$ cat config.mk
export PLATFORM = sky130hd
export DESIGN_NAME = qoi_image_stream_decoder_core_flat
export DESIGN_NICKNAME = d
export VERILOG_FILES = /design/src/qoi_dec_pkg.sv /design/src/qoi_dec_if.sv /design/src/qoi_image_stream_decoder_core.sv /design/src/qoi_dec_ctrl.sv /design/src/qoi_dec_dp.sv /design/src/flat_wrapper.sv
export SDC_FILE = /design/constraint.sdc
export NUM_CORES = 2
export LEC_CHECK = 0
export BUFFER_PORTS_ARGS = -buffer_cell sky130_fd_sc_hd__buf_2
export CAP_MARGIN = 25
export CORE_ASPECT_RATIO = 2
export CORE_MARGIN = 10
export CORE_UTILIZATION = 35
export CTS_CLUSTER_DIAMETER = 120
export CTS_CLUSTER_SIZE = 24
export DETAILED_ROUTE_END_ITERATION = 16
export GPL_TIMING_DRIVEN = 1
export MAX_ROUTING_LAYER = met4
export PLACE_DENSITY_LB_ADDON = 0.1
export SETUP_SLACK_MARGIN = 0.4
export SLEW_MARGIN = 10
export SYNTH_ARGS = -nofsm -noshare
export SYNTH_HDL_FRONTEND = slang
export SYNTH_SLANG_ARGS = --single-unit
export TNS_END_PERCENT = 30
$ cat constraint.sdc
create_clock -name clk_i -period 16 [get_ports clk_i]
set_clock_uncertainty 0.1 [all_clocks]
set_input_delay 3.2 -clock clk_i [delete_from_list [all_inputs] [get_ports clk_i]]
set_output_delay 3.2 -clock clk_i [all_outputs]
set_load 0.02 [all_outputs]
$ cat src/qoi_dec_pkg.sv
// ----------------------------------------------------------------------------
// QOI decoder package
// Shared types and constants for the QOI stream decoder.
// ----------------------------------------------------------------------------
package qoi_dec_pkg;

  localparam logic [1:0] KIND_PIXEL  = 2'd0;
  localparam logic [1:0] KIND_HDR_OK = 2'd1;
  localparam logic [1:0] KIND_HDR_BAD = 2'd2;

  localparam logic [1:0] ERR_NONE     = 2'd0;
  localparam logic [1:0] ERR_MAGIC    = 2'd1;
  localparam logic [1:0] ERR_DIM      = 2'd2;
  localparam logic [1:0] ERR_CHANNELS = 2'd3;

  localparam logic [7:0] OP_RGB  = 8'hFE;
  localparam logic [7:0] OP_RGBA = 8'hFF;
  localparam logic [1:0] TAG_INDEX = 2'd0;
  localparam logic [1:0] TAG_DIFF  = 2'd1;
  localparam logic [1:0] TAG_LUMA  = 2'd2;
  localparam logic [1:0] TAG_RUN   = 2'd3;

  localparam int unsigned HeaderBytes = 14;

  typedef struct packed {
    logic [1:0]  kind;
    logic [7:0]  red;
    logic [7:0]  green;
    logic [7:0]  blue;
    logic [7:0]  alpha;
    logic [14:0] image_width;
    logic [14:0] image_height;
    logic [7:0]  file_channels;
    logic [1:0]  error_code;
    logic        last_of_run;
    logic        image_done;
  } result_t;

  typedef struct packed {
    logic [7:0] data_byte;
    logic       start_of_image;
  } item_t;

  // Controller to datapath.
  typedef struct packed {
    logic start;       // reset image state (with the accepted byte)
    logic take_byte;   // apply the accepted byte
    logic index_done;  // color index read data is ready, finish the chunk
    logic emit;        // emit one pixel of the current chunk
  } dp_cmd_t;

  // Datapath to controller.
  typedef struct packed {
    logic hdr_result;  // the accepted byte produced a header result
    logic chunk_done;  // the accepted byte completed a chunk
    logic idx_lookup;  // the accepted byte started a color index read
    logic last_pixel;  // pending pixel is the last for this chunk
  } dp_status_t;

endpackage

$ cat src/qoi_dec_if.sv
// ----------------------------------------------------------------------------
// QOI decoder channel interfaces
// Valid/ready channels for input bytes, results and configuration.
// ----------------------------------------------------------------------------
interface qoi_dec_in_if;
  logic                valid;
  logic                ready;
  qoi_dec_pkg::item_t  payload;
  modport source (output valid, output payload, input ready);
  modport sink   (input valid, input payload, output ready);
endinterface

interface qoi_dec_out_if;
  logic                  valid;
  logic                  ready;
  qoi_dec_pkg::result_t  payload;
  modport source (output valid, output payload, input ready);
  modport sink   (input valid, input payload, output ready);
endinterface

interface qoi_dec_cfg_if;
  logic        valid;
  logic        ready;
  logic [31:0] payload;
  modport source (output valid, output payload, input ready);
  modport sink   (input valid, input payload, output ready);
endinterface

$ cat src/qoi_image_stream_decoder_core.sv
// ----------------------------------------------------------------------------
// QOI image stream decoder
// Decodes a QOI byte stream into a header result and RGBA pixels.
// ----------------------------------------------------------------------------
// One compressed byte is taken per cycle while the result register is free;
// a byte that completes a chunk stalls the input while its pixels are emitted
// (1 for most chunks, up to 62 for a run) by the pixel emitter that drains
// the result register once per cycle while the downstream is ready, and also
// while the downstream holds ready low. An index byte first waits on the
// registered read of the 64-entry color index before its pixel is known. The
// color index has per-entry valid bits, so a new image needs no clearing pass.
module qoi_image_stream_decoder_core #(
  parameter int unsigned MaxDimension = 16384
) (
  input  logic                  clk_i,
  input  logic                  rst_ni,
  qoi_dec_in_if.sink            in_ch,
  qoi_dec_out_if.source         out_ch,
  qoi_dec_cfg_if.sink           cfg_ch
);

  logic [31:0]             stream_length_q;
  qoi_dec_pkg::dp_cmd_t    cmd;
  qoi_dec_pkg::dp_status_t status;
  qoi_dec_pkg::result_t    res, res_q;
  logic                    res_load, out_valid_q, out_free;

  assign cfg_ch.ready = 1'b1;
  assign out_free     = !out_valid_q || out_ch.ready;

  always_ff @(posedge clk_i or negedge rst_ni) begin
    if (!rst_ni) begin
      stream_length_q <= '0;
      out_valid_q     <= 1'b0;
    end else begin
      if (cfg_ch.valid) stream_length_q <= cfg_ch.payload;
      if (out_free) out_valid_q <= res_load;
    end
  end

  always_ff @(posedge clk_i) begin
    if (res_load) res_q <= res;
  end

  assign out_ch.valid   = out_valid_q;
  assign out_ch.payload = res_q;

  qoi_dec_ctrl u_ctrl (
    .clk_i,
    .rst_ni,
    .in_valid_i (in_ch.valid),
    .in_sos_i   (in_ch.payload.start_of_image),
    .in_ready_o (in_ch.ready),
    .res_load_o (res_load),
    .out_free_i (out_free),
    .cmd_o      (cmd),
    .status_i   (status)
  );

  qoi_dec_dp #(.MaxDimension(MaxDimension)) u_dp (
    .clk_i,
    .rst_ni,
    .stream_length_i (stream_length_q),
    .byte_i          (in_ch.payload.data_byte),
    .cmd_i           (cmd),
    .status_o        (status),
    .res_o           (res)
  );

endmodule

$ cat src/qoi_dec_ctrl.sv
// ----------------------------------------------------------------------------
// QOI decoder controller
// Handshake sequencing: takes bytes, waits on a color index read, then emits
// a chunk's pixels one per cycle while the result register is free.
// ----------------------------------------------------------------------------
module qoi_dec_ctrl (
  input  logic                    clk_i,
  input  logic                    rst_ni,
  input  logic                    in_valid_i,
  input  logic                    in_sos_i,
  output logic                    in_ready_o,
  output logic                    res_load_o,
  input  logic                    out_free_i,
  output qoi_dec_pkg::dp_cmd_t    cmd_o,
  input  qoi_dec_pkg::dp_status_t status_i
);

  localparam logic [1:0] ST_TAKE = 2'd0;
  localparam logic [1:0] ST_LOOK = 2'd1;
  localparam logic [1:0] ST_EMIT = 2'd2;

  logic [1:0] state_q, state_d;
  logic       take;

  assign in_ready_o = (state_q == ST_TAKE) && out_free_i;
  assign take       = in_valid_i && in_ready_o;

  always_comb begin
    cmd_o.start      = take && in_sos_i;
    cmd_o.take_byte  = take;
    cmd_o.index_done = (state_q == ST_LOOK);
    cmd_o.emit       = (state_q == ST_EMIT) && out_free_i;
    res_load_o       = (take && status_i.hdr_result) || cmd_o.emit;
    state_d          = state_q;
    unique case (state_q)
      ST_TAKE: begin
        if (take && status_i.chunk_done) begin
          state_d = ST_EMIT;
        end else if (take && status_i.idx_lookup) begin
          state_d = ST_LOOK;
        end
      end
      ST_LOOK: state_d = ST_EMIT;
      ST_EMIT: if (cmd_o.emit && status_i.last_pixel) state_d = ST_TAKE;
      default: state_d = ST_TAKE;
    endcase
  end

  always_ff @(posedge clk_i or negedge rst_ni) begin
    if (!rst_ni) begin
      state_q <= ST_TAKE;
    end else begin
      state_q <= state_d;
    end
  end

  assert property (@(posedge clk_i) disable iff (!rst_ni)
    state_q != ST_TAKE |-> !in_ready_o) else $error("input taken during run");
  assert property (@(posedge clk_i) disable iff (!rst_ni)
    cmd_o.emit |-> !cmd_o.take_byte) else $error("emit overlaps byte");
  assert property (@(posedge clk_i) disable iff (!rst_ni)
    res_load_o |-> out_free_i) else $error("result overwritten");
  assert property (@(posedge clk_i) disable iff (!rst_ni)
    cmd_o.index_done |-> !cmd_o.take_byte && !cmd_o.emit)
    else $error("index read overlaps byte or pixel");

endmodule

$ cat src/qoi_dec_dp.sv
// ----------------------------------------------------------------------------
// QOI decoder datapath
// Header parse, chunk decode, color index memory and pixel counters.
// ----------------------------------------------------------------------------
module qoi_dec_dp #(
  parameter int unsigned MaxDimension = 16384
) (
  input  logic                    clk_i,
  input  logic                    rst_ni,
  input  logic [31:0]             stream_length_i,
  input  logic [7:0]              byte_i,
  input  qoi_dec_pkg::dp_cmd_t    cmd_i,
  output qoi_dec_pkg::dp_status_t status_o,
  output qoi_dec_pkg::result_t    res_o
);

  localparam logic [1:0] PH_HEADER = 2'd0;
  localparam logic [1:0] PH_OPCODE = 2'd1;
  localparam logic [1:0] PH_BODY   = 2'd2;
  localparam logic [1:0] PH_IDLE   = 2'd3;

  logic [1:0]  phase_q, phase_d;
  logic [31:0] seen_q, seen_d;
  logic [31:0] left_q, left_d;
  logic [31:0] px_q, px_d;          // r,g,b,a from msb
  logic [7:0]  op_q, op_d;
  logic [2:0]  cbl_q, cbl_d;
  logic [5:0]  run_q, run_d;        // remaining copies minus one
  logic [63:0] idx_valid_q, idx_valid_d;
  logic [31:0] idx_mem [64];
  logic [31:0] idx_rd_q;
  logic        idx_hit_q;
  logic [7:0]  hdr_q [13];
  logic        chunk_done;
  logic        lookup;

  // Effective state after an optional start of image.
  logic [1:0]  ph;
  logic [31:0] pos;
  logic [31:0] px;
  logic [63:0] iv;
  logic [2:0]  cbl;

  logic [31:0] w32, h32;
  logic [1:0]  err;
  logic [7:0]  r, g, b, a, vg;
  logic [5:0]  hash;
  logic        hdr_now;
  logic [5:0]  run_len;

  assign ph  = cmd_i.start ? PH_HEADER : phase_q;
  assign pos = cmd_i.start ? 32'd0 : seen_q;
  assign px  = cmd_i.start ? 32'h0000_00FF : px_q;
  assign iv  = cmd_i.start ? 64'd0 : idx_valid_q;
  assign cbl = cmd_i.start ? 3'd0 : cbl_q;

  assign w32 = {hdr_q[4], hdr_q[5], hdr_q[6], hdr_q[7]};
  assign h32 = {hdr_q[8], hdr_q[9], hdr_q[10], hdr_q[11]};
  assign hdr_now = (ph == PH_HEADER) && (pos == 32'(qoi_dec_pkg::HeaderBytes - 1));

  always_comb begin
    if ({hdr_q[0], hdr_q[1], hdr_q[2], hdr_q[3]} != 32'h716F6966) begin
      err = qoi_dec_pkg::ERR_MAGIC;
    end else if (w32 == 32'd0 || h32 == 32'd0 || w32 > 32'(MaxDimension)
                 || h32 > 32'(MaxDimension)) begin
      err = qoi_dec_pkg::ERR_DIM;
    end else if (hdr_q[12] != 8'd3 && hdr_q[12] != 8'd4) begin
      err = qoi_dec_pkg::ERR_CHANNELS;
    end else begin
      err = qoi_dec_pkg::ERR_NONE;
    end
  end

  always_comb begin
    phase_d     = phase_q;
    seen_d      = seen_q;
    left_d      = left_q;
    px_d        = px_q;
    op_d        = op_q;
    cbl_d       = cbl_q;
    run_d       = run_q;
    idx_valid_d = idx_valid_q;
    chunk_done  = 1'b0;
    lookup      = 1'b0;
    {r, g, b, a} = px;
    vg      = 8'd0;
    run_len = 6'd0;
    if (cmd_i.take_byte) begin
      phase_d = ph;
      left_d  = cmd_i.start ? 32'd0 : left_q;
      op_d    = cmd_i.start ? 8'd0 : op_q;
      cbl_d   = cbl;
      idx_valid_d = iv;
      seen_d  = (pos == 32'hFFFF_FFFF) ? pos : pos + 32'd1;
      unique case (ph)
        PH_HEADER: begin
          if (hdr_now) begin
            if (err != qoi_dec_pkg::ERR_NONE) begin
              phase_d = PH_IDLE;
            end else begin
              phase_d = PH_OPCODE;
              left_d  = {16'd0, w32[15:0]} * {16'd0, h32[15:0]};
            end
          end
        end
        PH_OPCODE: begin
          if ({1'b0, pos} + 33'd8 >= {1'b0, stream_length_i}) begin
            phase_d = PH_IDLE;
          end else begin
            op_d = byte_i;
            if (byte_i == qoi_dec_pkg::OP_RGB || byte_i == qoi_dec_pkg::OP_RGBA) begin
              cbl_d   = (byte_i == qoi_dec_pkg::OP_RGB) ? 3'd3 : 3'd4;
              phase_d = PH_BODY;
            end else begin
              unique case (byte_i[7:6])
                qoi_dec_pkg::TAG_INDEX: lookup = 1'b1;
                qoi_dec_pkg::TAG_DIFF: begin
                  r = px[31:24] + {6'd0, byte_i[5:4]} - 8'd2;
                  g = px[23:16] + {6'd0, byte_i[3:2]} - 8'd2;
                  b = px[15:8]  + {6'd0, byte_i[1:0]} - 8'd2;
                end
                qoi_dec_pkg::TAG_LUMA: begin
                  cbl_d   = 3'd1;
                  phase_d = PH_BODY;
                end
                qoi_dec_pkg::TAG_RUN: run_len = byte_i[5:0];
                default: ;
              endcase
              chunk_done = (byte_i[7:6] == qoi_dec_pkg::TAG_DIFF)
                           || (byte_i[7:6] == qoi_dec_pkg::TAG_RUN);
            end
          end
        end
        PH_BODY: begin
          if (op_q == qoi_dec_pkg::OP_RGB || op_q == qoi_dec_pkg::OP_RGBA) begin
            unique case ((((op_q == qoi_dec_pkg::OP_RGB) ? 3'd3 : 3'd4) - cbl) & 3'd3)
              3'd0: r = byte_i;
              3'd1: g = byte_i;
              3'd2: b = byte_i;
              default: a = byte_i;
            endcase
          end else begin
            vg = {2'b0, op_q[5:0]} - 8'd32;
            r = px[31:24] + vg - 8'd8 + {4'd0, byte_i[7:4]};
            g = px[23:16] + vg;
            b = px[15:8]  + vg - 8'd8 + {4'd0, byte_i[3:0]};
          end
          cbl_d = (cbl > 3'd0) ? cbl - 3'd1 : cbl;
          chunk_done = (cbl_d == 3'd0);
        end
        default: ;
      endcase
      px_d = {r, g, b, a};
    end
    // The indexed color, read from the memory with its byte, is used in the cycle after that byte.
    if (cmd_i.index_done) begin
      {r, g, b, a} = idx_hit_q ? idx_rd_q : 32'd0;
      px_d       = {r, g, b, a};
      chunk_done = 1'b1;
    end
    if (chunk_done) begin
      phase_d = PH_BODY;  // held until the run ends
      run_d   = (32'(run_len) + 32'd1 < left_d) ? run_len : 6'(left_d - 32'd1);
      idx_valid_d[hash] = 1'b1;
    end
    if (cmd_i.emit) begin
      left_d = left_q - 32'd1;
      run_d  = run_q - 6'd1;
      if (run_q == 6'd0) phase_d = (left_q == 32'd1) ? PH_IDLE : PH_OPCODE;
    end
  end

  assign hash = 6'({r, 1'b0} + {2'b0, r} + {g, 2'b0} + {2'b0, g}
                  + {b, 3'b0} - {3'b0, b} + {a, 3'b0} + {2'b0, a, 1'b0} + {3'b0, a});

  always_ff @(posedge clk_i) begin
    if (cmd_i.take_byte && ph == PH_HEADER && pos < 32'd13) hdr_q[pos[3:0]] <= byte_i;
    if (chunk_done) idx_mem[hash] <= {r, g, b, a};
    if (lookup) begin
      idx_rd_q  <= idx_mem[byte_i[5:0]];
      idx_hit_q <= iv[byte_i[5:0]];
    end
  end

  always_ff @(posedge clk_i or negedge rst_ni) begin
    if (!rst_ni) begin
      phase_q     <= PH_HEADER;
      seen_q      <= '0;
      left_q      <= '0;
      px_q        <= 32'h0000_00FF;
      op_q        <= '0;
      cbl_q       <= '0;
      run_q       <= '0;
      idx_valid_q <= '0;
    end else begin
      phase_q     <= phase_d;
      seen_q      <= seen_d;
      left_q      <= left_d;
      px_q        <= px_d;
      op_q        <= op_d;
      cbl_q       <= cbl_d;
      run_q       <= run_d;
      idx_valid_q <= idx_valid_d;
    end
  end

  assign status_o.hdr_result = hdr_now;
  assign status_o.chunk_done = chunk_done;
  assign status_o.idx_lookup = lookup;
  assign status_o.last_pixel = (run_q == 6'd0);

  always_comb begin
    res_o = '0;
    if (cmd_i.emit) begin
      {res_o.red, res_o.green, res_o.blue, res_o.alpha} = px_q;
      res_o.kind        = qoi_dec_pkg::KIND_PIXEL;
      res_o.last_of_run = (run_q == 6'd0);
      res_o.image_done  = (left_q == 32'd1);
    end else begin
      res_o.file_channels = hdr_q[12];
      res_o.error_code    = err;
      res_o.last_of_run   = 1'b1;
      if (err == qoi_dec_pkg::ERR_NONE) begin
        res_o.kind         = qoi_dec_pkg::KIND_HDR_OK;
        res_o.image_width  = w32[14:0];
        res_o.image_height = h32[14:0];
      end else begin
        res_o.kind = qoi_dec_pkg::KIND_HDR_BAD;
      end
    end
  end

  assert property (@(posedge clk_i) disable iff (!rst_ni)
    cmd_i.emit |-> left_q != 32'd0) else $error("pixel emitted past image end");
  assert property (@(posedge clk_i) disable iff (!rst_ni)
    cmd_i.emit |-> {26'd0, run_q} < left_q) else $error("run exceeds pixels left");
  assert property (@(posedge clk_i) disable iff (!rst_ni)
    chunk_done |-> cmd_i.take_byte || cmd_i.index_done)
    else $error("chunk ends without a byte");

endmodule

$ cat src/flat_wrapper.sv
// flat-port wrapper written by rule: the top's interface ports become plain ports
module qoi_image_stream_decoder_core_flat 
#(
  parameter int unsigned MaxDimension = 16384
)
  (clk_i, rst_ni, in_ch_valid, in_ch_payload, in_ch_ready, out_ch_valid, out_ch_payload, out_ch_ready, cfg_ch_valid, cfg_ch_payload, cfg_ch_ready);
  qoi_dec_in_if in_ch_i ();
  qoi_dec_out_if out_ch_i ();
  qoi_dec_cfg_if cfg_ch_i ();
  input  logic clk_i;
  input  logic rst_ni;
  input wire logic [$bits(in_ch_i.valid)-1:0] in_ch_valid;
  input wire logic [$bits(in_ch_i.payload)-1:0] in_ch_payload;
  output wire logic [$bits(in_ch_i.ready)-1:0] in_ch_ready;
  output wire logic [$bits(out_ch_i.valid)-1:0] out_ch_valid;
  output wire logic [$bits(out_ch_i.payload)-1:0] out_ch_payload;
  input wire logic [$bits(out_ch_i.ready)-1:0] out_ch_ready;
  input wire logic [$bits(cfg_ch_i.valid)-1:0] cfg_ch_valid;
  input wire logic [$bits(cfg_ch_i.payload)-1:0] cfg_ch_payload;
  output wire logic [$bits(cfg_ch_i.ready)-1:0] cfg_ch_ready;
  assign in_ch_i.valid = in_ch_valid;
  assign in_ch_i.payload = in_ch_payload;
  assign in_ch_ready = in_ch_i.ready;
  assign out_ch_valid = out_ch_i.valid;
  assign out_ch_payload = out_ch_i.payload;
  assign out_ch_i.ready = out_ch_ready;
  assign cfg_ch_i.valid = cfg_ch_valid;
  assign cfg_ch_i.payload = cfg_ch_payload;
  assign cfg_ch_ready = cfg_ch_i.ready;
  qoi_image_stream_decoder_core #(.MaxDimension(MaxDimension)) u_core (.clk_i(clk_i), .rst_ni(rst_ni), .in_ch(in_ch_i), .out_ch(out_ch_i), .cfg_ch(cfg_ch_i));
endmodule
==> metrics <==
antenna violations before repair 13; CTS H-tree lvls 3; placed cells 10,368; final hold vios 0; Seq cells post-synth 2,475; RSZ-0062 raised after global routing no; Placer Congestion 0.907; core area 313,000 µm²; Die Width 416 µm; Worst Max-Slew Pin Slew 1.19 ns; Final nets 6,883; Die Area 339,000 µm²; Synth Area in Compound Gates 3.26%; CP Class primary input to flip-flop; WL per Instance 30.4 µm; XOR/XNOR share of the synthesized area 1.24%; clock slew at reported path FFs 0.10 ns; CTS Buf Count 113; TNS Setup 0 ns; max_cap viols 0; residual DRC count 0; final wirelength 320 mm; main combinational cell family by area after synthesis multiplexers; first-pass GRT wire length 460 mm; Die Span Y 813 µm; Tot GR Track Use 19.3%; Worst path slowest cell a211oi_1; top-area cell type share of the netlist area 61.7%; DP Worst Slack 0.480 ns; first-pass iteration count of the detailed router 8; routed via count 56,056; commonest cells after routing, fill and taps aside edfxtp_1, mux4_2, nand2_1, inv_1, fa_1; maximum VDD drop 0.878 mV; Yosys Warn Count 0; Leak Pwr 0.0406 µW; Initial Util 35.1%; CTS Buffer Depth 3; CP most frequent cell xnor2_1; final worst setup slack 1.49 ns; layout cells sized above 1 20.6%; largest cells by area after synthesis edfxtp_1, mux4_2, dfrtp_1, fa_1, ha_1; setup repair bufs after CTS 0; Internal 12,000 µW; Post-Layout Cell Count 10,547; most common cell after layout, fill and taps aside edfxtp_1; Worst Setup Start Kind primary input; Combinational Power Share 41.0%; Psw 8490 µW; Worst slew margin 20.9%; switching share of power 41.3%; Vias per Instance 5.31; fin crit period 14.51 ns; Main synth FF type edfxtp_1; Critical Path AT 14.87 ns; part of the Yosys area used for sequential elements 66.6%; outcome finished clean; synthesized area 110,000 µm²; Final ANT Viol Nets 0; simple-gate share of the synthesized area 5.40%; Avg Cell Area, Syn 17.6 µm²; # rows 291; Layout fillers 28,593; Synth area leader edfxtp_1; delay of the slowest critical-path stage 0.69 ns; Worst-Skew Late Latency 0.86 ns; DP HPWL 226 mm; Sequential Area 73,300 µm²; clk sink count 2,475; data required time of the worst path 16.36 ns; number of gates resized after cts 0; Port-buffer cells 123; CTS tree yes; largest net degree at the start of global routing 145; pwr/cell area 171 nW/µm²; Layout area overhead 9.42%; CP Capture Type flip-flop; CTS Root Cell clkbuf_16; Clk pwr share 16.4%; CP Max Fanout 21; hold buffer count at CTS 0; grt total ovfl 0; Yosys cell types 101; post-synthesis mux area share 14.4%; adder and majority cell fraction of the synthesized area 6.73%; final cycle utilization of the critical path 90.7%; post-synthesis async set-or-reset flop share 8.65%; Post-Syn Nets 6,756; I/O pins 125; worst min-delay path class flip-flop to flip-flop; Initial DRC Count 3,880; FMAX 68.9 MHz; Layout Utilization 38.4%; Seq pwr share 42.6%; number of synthesized flops with an enable pin 2,261; area of the multi-input gates 34,900 µm²; Gate Count Post-Synth 6,256; final setup fails 0; vias in the first global route 60,934; max-slew violation count 0
critical path: cells and delay by family:
| kind | cells | cell delay [ns] |
|---|---|---|
| xor gates and xnor gates | 8 | 1.78 |
| adders and majority gates | 7 | 2.85 |
| and+or+nand+nor | 19 | 4.41 |
| AOI/OAI and AO/OA | 3 | 1.19 |
| buffers and inverters | 8 | 1.37 |
layer usage:
layer / wire (µm) / vias to the layer above / track usage, %
met5: 0 / - / -
met4: 11600 / 0 / 6.06
met3: 7640 / 383 / 1.48
met2: 190000 / 1001 / 38.6
met1: 111000 / 30347 / 19.6
li1: - / 24325 / -
area by class of cell:
| type | count | share of cell area [%] |
|---|---|---|
| diodes | 7 | 0.0146 |
| clock buffers | 161 | 2.50 |
| clock inverters | 9 | 0.127 |
| inverters | 367 | 1.15 |
| multi-input cells | 3086 | 29.0 |
| flip-flops and latches | 2475 | 60.9 |
| well taps | 4102 | 4.26 |
| repair buffers | 340 | 2.08 |
through the flow:
step                total power [µW]  area, µm²  hold slack, ns
floorplan                      14200     110000           0.343
global route                   21400     120000           0.415
CTS                            20900     120000           0.394
finish                         20500     120000           0.391
global placement               17300     117000           0.360
detailed placement             17500     117000           0.370
cells in the mapped netlist, types with 7 or more instances:
cell type	count
xor2_1	66
or3_1	12
and2_1	174
nand2b_1	23
inv_1	366
a31oi_1	14
a311o_1	7
mux4_2	693
xnor2_1	87
clkbuf_1	260
fa_1	230
dfstp_2	8
nor3_1	53
o211ai_1	22
and3_1	31
nor2b_1	14
nor3_2	7
o21ai_1	32
a222oi_1	18
and4_1	10
dfrtp_1	206
a32oi_1	15
ha_1	224
buf_2	14
o31ai_1	8
a21o_1	30
nand2_1	470
nor4_1	39
mux2i_1	13
a21oi_1	114
a211oi_1	24
buf_1	50
a22o_1	19
or4_1	9
nor2_1	225
and2_0	7
nand3_1	56
nand4_1	29
o21ai_0	172
edfxtp_1	2261
registers in the layout, summed over array words and instances (netlist names), 2 cells and up:
signal	flops
u_core.u_dp.hdr_q	104
u_core.u_dp.idx_rd_q	32
u_core.u_dp.cbl_q	3
u_core.u_dp.idx_valid_q	64
u_core.u_ctrl.state_q	2
u_core.u_dp.px_q	32
u_core.u_dp.left_q	32
u_core.out_ch.payload	76
u_core.stream_length_q	32
u_core.u_dp.seen_q	32
u_core.u_dp.op_q	8
u_core.u_dp.idx_mem	2048
u_core.u_dp.phase_q	2
u_core.u_dp.run_q	6
path summary, 6_finish.rpt:
check                           slack, ns                                  start  depth (start not counted)                                    end
worst max-delay path                 1.49                            in_ch_valid                         45  u_core.u_dp.idx_mem[27][23]$_DFFE_PP_
worst min-delay path                 0.39  u_core.u_dp.idx_valid_q[39]$_DFF_PN0_                          2  u_core.u_dp.idx_valid_q[39]$_DFF_PN0_
worst max register to register       2.96      u_core.u_dp.seen_q[3]$_DFFE_PN0N_                         44  u_core.u_dp.idx_mem[27][23]$_DFFE_PP_
worst min register to register       0.39  u_core.u_dp.idx_valid_q[39]$_DFF_PN0_                          2  u_core.u_dp.idx_valid_q[39]$_DFF_PN0_
max in group asynchronous           12.14                                 rst_ni                          2       u_core.u_dp.left_q[23]$_DFF_PN0_
min in group asynchronous            2.26                                 rst_ni                          1     u_core.u_dp.seen_q[19]$_DFFE_PN0N_
cell families (layout without fill, tap and decap cells):
group,count (synthesis),after routing
xor+xnor,154,154
other cells,1,8
compound gates,554,554
mux,713,713
flops,2475,2475
fa+ha+maj,454,454
buf+inv,695,877
simple gates,1210,1210
power groups by stage:
stage | sequential, µW | combinational (µW) | clock (µW)
after detailed placement | 8890 | 8570 | 0
final | 8730 | 8420 | 3370
after global placement | 8880 | 8460 | 0
after global routing | 8760 | 8950 | 3710
after floorplan | 9030 | 5220 | 0
after CTS | 8750 | 8600 | 3510
Power figures use the tool's default switching activity.
